==> config.mk <==
export PLATFORM = sky130hd
export DESIGN_NAME = hfla_cell
export DESIGN_NICKNAME = d
export VERILOG_FILES = /design/src/hw/rtl/hfla_pkg.sv /design/src/hw/rtl/hfla_cell.sv
export SDC_FILE = /design/constraint.sdc
export NUM_CORES = 1
export LEC_CHECK = 0
export ABC_AREA = 1
export BUFFER_PORTS_ARGS = -buffer_cell sky130_fd_sc_hd__buf_4
export CORE_UTILIZATION = 47
export DETAILED_ROUTE_END_ITERATION = 12
export GPL_TIMING_DRIVEN = 0
export HOLD_SLACK_MARGIN = 0.02
export PLACE_DENSITY = 0.93
export SYNTH_ARGS = -nofsm -noshare
export SYNTH_HDL_FRONTEND = slang
export SYNTH_SLANG_ARGS = --single-unit
==> constraint.sdc <==
create_clock -name clk -period 2.25 [get_ports clk]
set_input_delay 0 -clock clk [delete_from_list [all_inputs] [get_ports clk]]
set_output_delay 0 -clock clk [all_outputs]
set_load 0.03 [all_outputs]
==> src/hw/rtl/hfla_pkg.sv <==
// shared types and constants for the handle free-list allocator
// used by hfla_cell, handle_free_list_allocator and hfla_checker
package hfla_pkg;

  localparam int CAPACITY = 256;
  localparam int SLOT_W   = (CAPACITY > 1) ? $clog2(CAPACITY) : 1;
  localparam int CNT_W    = $clog2(CAPACITY + 1);
  localparam int HANDLE_W = 9;

  localparam logic ACT_ALLOC   = 1'b0;
  localparam logic ACT_RELEASE = 1'b1;

  // stack shift controls broadcast to every cell
  typedef struct packed {
    logic push;
    logic pop;
  } hfla_shift_t;

  // search token that walks down the chain one cell per cycle
  typedef struct packed {
    logic              active;
    logic [SLOT_W-1:0] key;
    logic [CNT_W-1:0]  left;
    logic              hit;
  } hfla_token_t;

endpackage

==> src/hw/rtl/hfla_cell.sv <==
// one stack cell: holds one free-stack entry and one stage of the search token
// depends on hfla_pkg
module hfla_cell (
  input  logic                         clk,
  input  logic                         rst_n,
  input  hfla_pkg::hfla_shift_t        shift,
  input  logic [hfla_pkg::SLOT_W-1:0]  prev_entry,
  input  logic [hfla_pkg::SLOT_W-1:0]  next_entry,
  input  hfla_pkg::hfla_token_t        tok_in,
  output logic [hfla_pkg::SLOT_W-1:0]  entry,
  output hfla_pkg::hfla_token_t        tok_out
);

  logic [hfla_pkg::SLOT_W-1:0] entry_r, entry_nxt;
  hfla_pkg::hfla_token_t       tok_r, tok_nxt;
  logic                        occupied;

  always_comb begin
    entry_nxt = entry_r;
    if (shift.push) begin
      entry_nxt = prev_entry;
    end else if (shift.pop) begin
      entry_nxt = next_entry;
    end
  end

  // left counts the occupied cells still ahead of the token
  assign occupied = (tok_in.left != '0);

  always_comb begin
    tok_nxt        = tok_in;
    tok_nxt.left   = occupied ? tok_in.left - 1'b1 : tok_in.left;
    tok_nxt.hit    = tok_in.hit | (occupied & (entry_r == tok_in.key));
  end

  always_ff @(posedge clk) begin
    entry_r <= entry_nxt;
    if (!rst_n) begin
      tok_r <= '0;
    end else begin
      tok_r <= tok_nxt;
    end
  end

  assign entry   = entry_r;
  assign tok_out = tok_r;

endmodule

==> flow_summary.ini, run 1 <==
[setup_path]
path_cells = dlygate4sd3_1 > buf_4 > inv_1 > ha_1 > nand3_2 > nor2_4 > nand2_4 > o21ai_0 > a21oi_1 > dlygate4sd3_1
reg2reg_depth = 5
end_kind = register
cp_max_fo = 10
r2r-end = tok_out[0]$_SDFF_PN0_
slowest_stage = dlygate4sd3_1
crit_required_ps = 2480
crit_family = buffers and inverters
worstSetupPathType = in -> reg
max_stage_delay_ps = 560
r2r_setup_slack_ps = 940
path_buf_inv = 4
cp-start-kind = input pin
r2r_start = entry[6]$_DFFE_PP_
crit_arrival_ps = 2280
cp-startpoint = tok_in[1]
cpMostUsedCell = dlygate4sd3_1

[detailed_routing]
wl_met2_um = 2390
via_per_inst = 5.05
drc_errors = 0
drt-wirelength-per-cell_um = 15.9
dr.max_layer_used = met4
vias = 1439
met3_wirelength_um = 418
ant_nets = 0
drt_iter0_drc = 39
met1_length_um = 1570
firstDrtPassIters = 4
wl_um = 4540

[global_routing]
antenna_found_initial = 0
grt_pass1_vias = 1470
grt.total_usage = 0.360
grt_pass1_wl_um = 6890
grt_start_max_net_pins = 17
gr-total-overflow = 0

[finish]
fill_cells = 89
layout-drive-gt1-share = 0.311
nNetsFinal = 298
area_growth_syn_to_layout_pct = 76.3
diodes = 0
final_util = 0.913
layout_common_cells = buf_4 (64), nand2_1 (56), dlygate4sd3_1 (37)
final_common_cell = buf_4

[place]
place_congestion = 0.804
placement.io_buffers = 64
place_hpwl_um = 2030

[clocking]
h-tree-depth = 1
ctsRootBufferMaster = clkbuf_4
clk_pin_slew_ps = 170
postCtsSetupBuffers = 0
clk_path_buf_depth = 2
clock_latency_ps = 330
cts_tree = built
cts_buffers = 3
post_cts_resized = 0
cts.sinks = 27

[power_and_ir_drop]
power_density_nw_per_um2 = 536
ir_drop_mv = 0.478
p_leak_nw = 1.15

[logic_synthesis]
syn_area_per_cell_um2 = 7.89
synth_top_area_share = 0.317
synth_edf_count = 8
netlist_instances = 152
async_flop_share = 0
synth_warnings = 0
synth-seq-cells = 27
seq_area_frac_synth = 0.517
synth_area_leaders = dfxtp_1 (32%), edfxtp_1 (20%), nand2_1 (18%), inv_1 (9.1%), xnor2_1 (3.6%)
synthesis.nets = 192
synthDistinctLibCells = 23
synthFlopType = dfxtp_1
syn_area_um2 = 1200
synth.largest_area_cell = dfxtp_1

[min_path]
hp-class = in -> reg
min_path_cells = 6
min_delay_worst_endpoint = tok_out[7]$_SDFF_PN0_
hold_path_startpoint = tok_in[6]

[timing]
final-setup-viol-count = 0
finalHoldViolCount = 0
fin_crit_sh = 0.913
fmax_mhz = 487
whs_ps = 24.6
finClkSkew_ps = 17.1
slew_headroom = 0.824
worstMarginPinSlew_ps = 264
grt_setup_unrepaired = false
drv_slew = 0
fin_tns_setup_ps = 0
period_needed_ps = 2060

[job]
maxCapViolCount = 0

[floorplanning]
dieArea_um2 = 2760
rows = 17
die_x_um = 52.5
start_util = 0.518
dieHeight_um = 52.5
num_io_pins = 66
coreArea_um2 = 2320

[outcome]
outcome = complete, no violations
==> layout make-up <==
type / count / area, um^2 / area share
clock buffer: 3 / 22.5 / 0.0106
multi-input combinational: 93 / 457 / 0.216
sequential: 27 / 621 / 0.293
buffer: 2 / 10.0 / 0.00473
tap: 28 / 35.0 / 0.0166
inverter: 30 / 113 / 0.0532
timing repair buffer: 101 / 851 / 0.402
clock inverter: 1 / 7.51 / 0.00355
==> cells in the mapped netlist, types with 2 or more instances <==
master and n:
nand2_1 56, inv_1 29, dfxtp_1 19, edfxtp_1 8, nor2_1 8, xnor2_1 5, a21oi_1 4, a211oi_1 3
buf_2 2, nand3_1 2, nand3_2 2, o21ai_0 2, or2_2 2
==> worst min-delay path: stages <==
cell,delay (ps)
buf_4,90
nor2_2,40
nand2_1,70
xor2_1,60
nand2_1,50
nor2_1,30
==> power breakdown <==
part           internal (mW)  total, mW  switching (mW)
clock network         0.0678      0.224           0.156
registers              0.540      0.559          0.0193
logic                  0.167      0.351           0.185
total                  0.774       1.13           0.360
==> registers in the layout, summed over array words and instances, names as in the netlist <==
signal and cells:
tok_out 19, entry 8
==> cells by family (layout without fill, tap and decap cells) <==
group | count (synthesis) | in the layout | synth area share
buffers and inverters | 32 | 137 | 0.102
flip-flops | 27 | 27 | 0.517
AND/OR/NAND/NOR | 77 | 77 | 0.283
adder cells (fa/ha/maj) | 1 | 1 | 0.0104
AO/OA/AOI/OAI | 9 | 9 | 0.0438
XOR/XNOR | 6 | 6 | 0.0438
==> per-layer routing <==
layer / vias to the layer above / GRT usage
met5: - / 0
met4: 0 / 0.193
met3: 18 / 0.0812
met2: 96 / 0.667
met1: 661 / 0.367
li1: 664 / -
==> metrics by stage <==
| stage | std cells | worst slack [ps] | power [mW] | cell area (um^2) |
|---|---|---|---|---|
| after floorplan | 152 | 1160 | 0.712 | 1200 |
| after global placement | 244 | 1180 | 0.832 | 1720 |
| after detailed placement | 244 | 1150 | 0.838 | 1720 |
| after CTS | 285 | 405 | 1.10 | 2120 |
| after global routing | 285 | 160 | 1.18 | 2120 |
| final | 285 | 195 | 1.13 | 2120 |
==> worst max-delay path by stage <==
stage	end	depth (start not counted)
floorplan	tok_out[0]$_SDFF_PN0_	5
global placement	tok_out[1]$_SDFF_PN0_	8
detailed placement	tok_out[1]$_SDFF_PN0_	8
CTS	tok_out[1]$_SDFF_PN0_	10
global route	tok_out[1]$_SDFF_PN0_	10
finish	tok_out[1]$_SDFF_PN0_	10
==> timing repair <==
item,CTS,global route
endpoints found under the setup margin,0,0
endpoints found under the hold margin,27,0
hold buffers,37,0
Power figures use the tool's default switching activity.
==> inputs of run 2 (changes only) <==
Settings changed: PLACE_DENSITY 0.93 to 0.84, REMOVE_ABC_BUFFERS from default to 1.
==> run 2 against run 1 <==
Non-clock buffer count is 8 higher. Sequential power is 0.9% higher. Cell count is 2.8% higher. Register-to-register slack better by 50 ps. Clock skew is 15 ps lower. First-iteration DRC count is 140% higher. Worst setup slack worse by 43 ps. Critical path type unchanged. Critical endpoint is now tok_out[8]$_SDFF_PN0_. Largest cell class unchanged. Largest power group unchanged. Highest routed layer unchanged.
==> flow_summary.ini, run 2 (synthesis results as in run 1) <==
[clocking]
cts_tree = built
clock_latency_ps = 340
post_cts_resized = 0
clk_path_buf_depth = 2
h-tree-depth = 1
clk_pin_slew_ps = 160
postCtsSetupBuffers = 0
ctsHoldBuffers = 46
cts.sinks = 27
cts_buffers = 3
ctsRootBufferMaster = clkbuf_4

[timing]
worstMarginPinSlew_ps = 306
drv_slew = 0
finalHoldViolCount = 0
fmax_mhz = 476
fin_crit_sh = 0.933
grt_setup_unrepaired = false
slew_headroom = 0.795
final-setup-viol-count = 0
whs_ps = 47.1
period_needed_ps = 2100
fin_tns_setup_ps = 0
finClkSkew_ps = 2.18

[floorplanning]
rows = 17
die_x_um = 52.5
dieArea_um2 = 2760
dieHeight_um = 52.5
start_util = 0.518
num_io_pins = 66
coreArea_um2 = 2320

[setup_path]
reg2reg_depth = 5
end_kind = register
cp_max_fo = 10
worstSetupPathType = in -> reg
crit_arrival_ps = 2340
crit_required_ps = 2490
cp-start-kind = input pin

[global_routing]
grt_pass1_vias = 1775
gr-total-overflow = 0
antenna_found_initial = 0
grt_start_max_net_pins = 16
grt_pass1_wl_um = 9010
grt.total_usage = 0.481

[power_and_ir_drop]
power_density_nw_per_um2 = 533
p_leak_nw = 1.17
ir_drop_mv = 0.486

[detailed_routing]
drt-wirelength-per-cell_um = 19.4
vias = 1648
via_per_inst = 5.62
drt_iter0_drc = 92
drc_errors = 0
wl_um = 5690
firstDrtPassIters = 4
ant_nets = 0

[place]
place_congestion = 0.878
placement.io_buffers = 65
place_hpwl_um = 2280

[finish]
area_growth_syn_to_layout_pct = 83.4
layout_common_cells = buf_4 (65), nand2_1 (56), dlygate4sd3_1 (46)
largest_register_ffs = 19
layout-drive-gt1-share = 0.298
diodes = 0
nNetsFinal = 306
final_common_cell = buf_4

[outcome]
outcome = complete, no violations

[min_path]
hp-class = in -> reg
min_path_cells = 4

[job]
maxCapViolCount = 0
==> run 2: cell types whose count changed in the layout (fill, tap and decap cells not counted), sizes merged <==
| cell | before | now |
|---|---|---|
| dlygate4sd3 | 37 | 46 |
| buf | 66 | 65 |
| clkinv | 0 | 1 |
| clkinvlp | 1 | 0 |
==> run 2: cell type report <==
class                           instances  area [um^2]
Tap cell                               28         35.0
Clock buffer                            3         22.5
Inverter                               30          113
Clock inverter                          1         5.00
Sequential cell                        27          621
Fill cell                              69          118
Multi-Input combinational cell         93          457
Timing Repair Buffer                  111          948
==> run 2: where the power goes <==
| part | internal (mW) | leakage (nW) | switching [mW] |
|---|---|---|---|
| clock | 0.0670 | 0.0177 | 0.166 |
| combinational | 0.177 | 0.913 | 0.199 |
| sequential | 0.540 | 0.241 | 0.0234 |
==> run 2: worst paths after layout <==
check,slack (ps),to,startpoint
setup / recovery,150,tok_out[8]$_SDFF_PN0_,tok_in[1]
hold / removal,50,tok_out[6]$_SDFF_PN0_,tok_in[6]
setup reg to reg,990,tok_out[0]$_SDFF_PN0_,entry[6]$_DFFE_PP_
hold reg to reg,790,tok_out[0]$_SDFF_PN0_,entry[3]$_DFFE_PP_
==> run 2: metal layers <==
metal | wire, um | global-route usage | vias to the layer above
met1 | 1800 | 0.462 | 731
met5 | 0 | 0 | -
met3 | 518 | 0.136 | 58
met2 | 2810 | 0.802 | 177
li1 | - | - | 682
met4 | 564 | 0.469 | 0
==> run 2: worst max-delay path, stage by stage <==
cell and delay (ps):
dlygate4sd3_1 540, buf_4 160, inv_1 60, ha_1 230, nand3_2 160, nor2_4 190, nand2_4 120, a21oi_1 200
nor2_1 90, dlygate4sd3_1 590
==> run 2: per-stage QoR <==
stage | worst slack [ps] | total power, mW | utilization | std cells | area, um^2
4_1_cts | 348 | 1.11 | 0.949 | 293 | 2200
6_report | 151 | 1.17 | 0.949 | 293 | 2200
3_5_place_dp | 1090 | 0.842 | 0.739 | 243 | 1710
5_1_grt | 101 | 1.21 | 0.949 | 293 | 2200
2_1_floorplan | 1160 | 0.708 | - | 150 | 1190
3_3_place_gp | 1170 | 0.831 | 0.739 | 243 | 1710
==> inputs of run 3 (changes only) <==
Settings changed: CORE_UTILIZATION 47 to 45, PLACE_DENSITY 0.84 to 0.81.
==> run 3 against run 2 <==
Global-route usage decreased by 17 points. Sequential cell count stayed put. Sequential power decreased by 0.9%. Clock-buffer cell count unchanged. Die area is 4.3% higher. Routed wire length down 27%. Sequential share of layout area fell by 0.16 points. Combinational power shrank 5%. Clock power fell by 13%. Largest power group unchanged.
==> flow_summary.ini, run 3 (synthesis results as in run 1) <==
[floorplanning]
coreArea_um2 = 2500
rows = 18
dieArea_um2 = 2880
die_x_um = 53.6
num_io_pins = 66
dieHeight_um = 53.6
start_util = 0.480

[global_routing]
grt_util_met1 = 0.315
grt_pass1_vias = 1392
grt_pass1_wl_um = 6190
busiest_layer = met2
grt_start_max_net_pins = 16
grt.total_usage = 0.311
gr-total-overflow = 0
use_met2 = 0.602
grtUsageMet3 = 0.0734
antenna_found_initial = 0

[detailed_routing]
drt-wirelength-per-cell_um = 14.0
via_per_inst = 4.86
firstDrtPassIters = 4
ant_nets = 0
drc_errors = 0
vias = 1438
drt_iter0_drc = 35
wl_um = 4150

[setup_path]
cp_max_fo = 10
crit_arrival_ps = 2270
end_kind = register
cp-start-kind = input pin
worstSetupPathType = in -> reg
crit_required_ps = 2480

[finish]
diodes = 0
layout-drive-gt1-share = 0.297
area_growth_syn_to_layout_pct = 84.5
final_common_cell = buf_4
largest_register_ffs = 19
nNetsFinal = 307
final_util = 0.885
layout_common_cells = buf_4 (65), nand2_1 (56), dlygate4sd3_1 (47)

[power_and_ir_drop]
power_density_nw_per_um2 = 506
p_sw_uw = 336
ir_drop_mv = 0.631
p_comb_frac = 0.320
p_int_uw = 785
power.total_mw = 1.12
pwr-share-clk = 0.181
p_leak_nw = 1.18
netSwitchingFraction = 0.300
seq_power_share = 0.498

[outcome]
outcome = complete, no violations

[job]
maxCapViolCount = 0

[clocking]
ctsRootBufferMaster = clkbuf_4
cts.sinks = 27
clk_path_buf_depth = 2
h-tree-depth = 1
cts_tree = built
clock_latency_ps = 320
cts_buffers = 3
postCtsSetupBuffers = 0
clk_pin_slew_ps = 140

[place]
place_hpwl_um = 2130
dpl_worst_slack_ps = 1130
placement.io_buffers = 65
place_congestion = 0.830

[timing]
fmax_mhz = 490
finalHoldViolCount = 0
drv_slew = 0
period_needed_ps = 2040
fin_crit_sh = 0.906
grt_setup_unrepaired = false
fin_tns_setup_ps = 0
worstMarginPinSlew_ps = 242
final-setup-viol-count = 0
timing.final.ws_setup_ps = 211
slew_headroom = 0.839
finClkSkew_ps = 4.76

[min_path]
hp-class = in -> reg
-- run 3: metrics by stage --
stage	hold slack, ps	cells	cell area (um^2)
after detailed placement	188	245	1720
after global routing	51.3	296	2210
after floorplan	89.4	150	1190
after CTS	35.8	296	2210
final	42.9	296	2210
after global placement	186	245	1720
-- run 3: power groups by stage --
stage / clock [mW] / sequential [mW] / combinational (mW)
after floorplan: 0 / 0.639 / 0.0694
after global placement: 0 / 0.566 / 0.266
after detailed placement: 0 / 0.568 / 0.272
after CTS: 0.204 / 0.557 / 0.341
after global routing: 0.225 / 0.562 / 0.382
final: 0.203 / 0.559 / 0.359
-- run 3: critical path, stage by stage --
cell and delay (ps):
dlygate4sd3_1 570, buf_4 160, inv_1 70, ha_1 230, nand3_2 140, nor2_4 150
nand2_4 100, nand2_2 100, nand2_1 70, nand2_1 80, nor2_1 40, dlygate4sd3_1 540
-- run 3: cell type report --
| class | instances | area, um^2 |
|---|---|---|
| Fill cell | 106 | 287 |
| Multi-Input combinational cell | 93 | 457 |
| Tap cell | 30 | 37.5 |
| Timing Repair Buffer | 112 | 958 |
| Sequential cell | 27 | 621 |
| Inverter | 30 | 113 |
| Clock buffer | 3 | 22.5 |
| Clock inverter | 1 | 5.00 |
-- run 3: timing repair --
item,CTS,global route
resized for setup,0,0
endpoints found under the hold margin,26,0
hold buffers,47,0
-- run 3: final timing paths --
path	start	end	slack, ps	cells past startpoint
worst max-delay path	tok_in[2]	tok_out[6]$_SDFF_PN0_	210	12
worst min-delay path	tok_in[6]	tok_out[7]$_SDFF_PN0_	40	6
worst max register to register	entry[6]$_DFFE_PP_	tok_out[0]$_SDFF_PN0_	1140	5
worst min register to register	entry[3]$_DFFE_PP_	tok_out[0]$_SDFF_PN0_	710	5
-- run 3: layer usage --
metal / up-vias / share of wire
met2: 76 / 0.55
met4: 0 / 0.037
met3: 14 / 0.056
met1: 663 / 0.36
li1: 685 / -
met5: - / 0
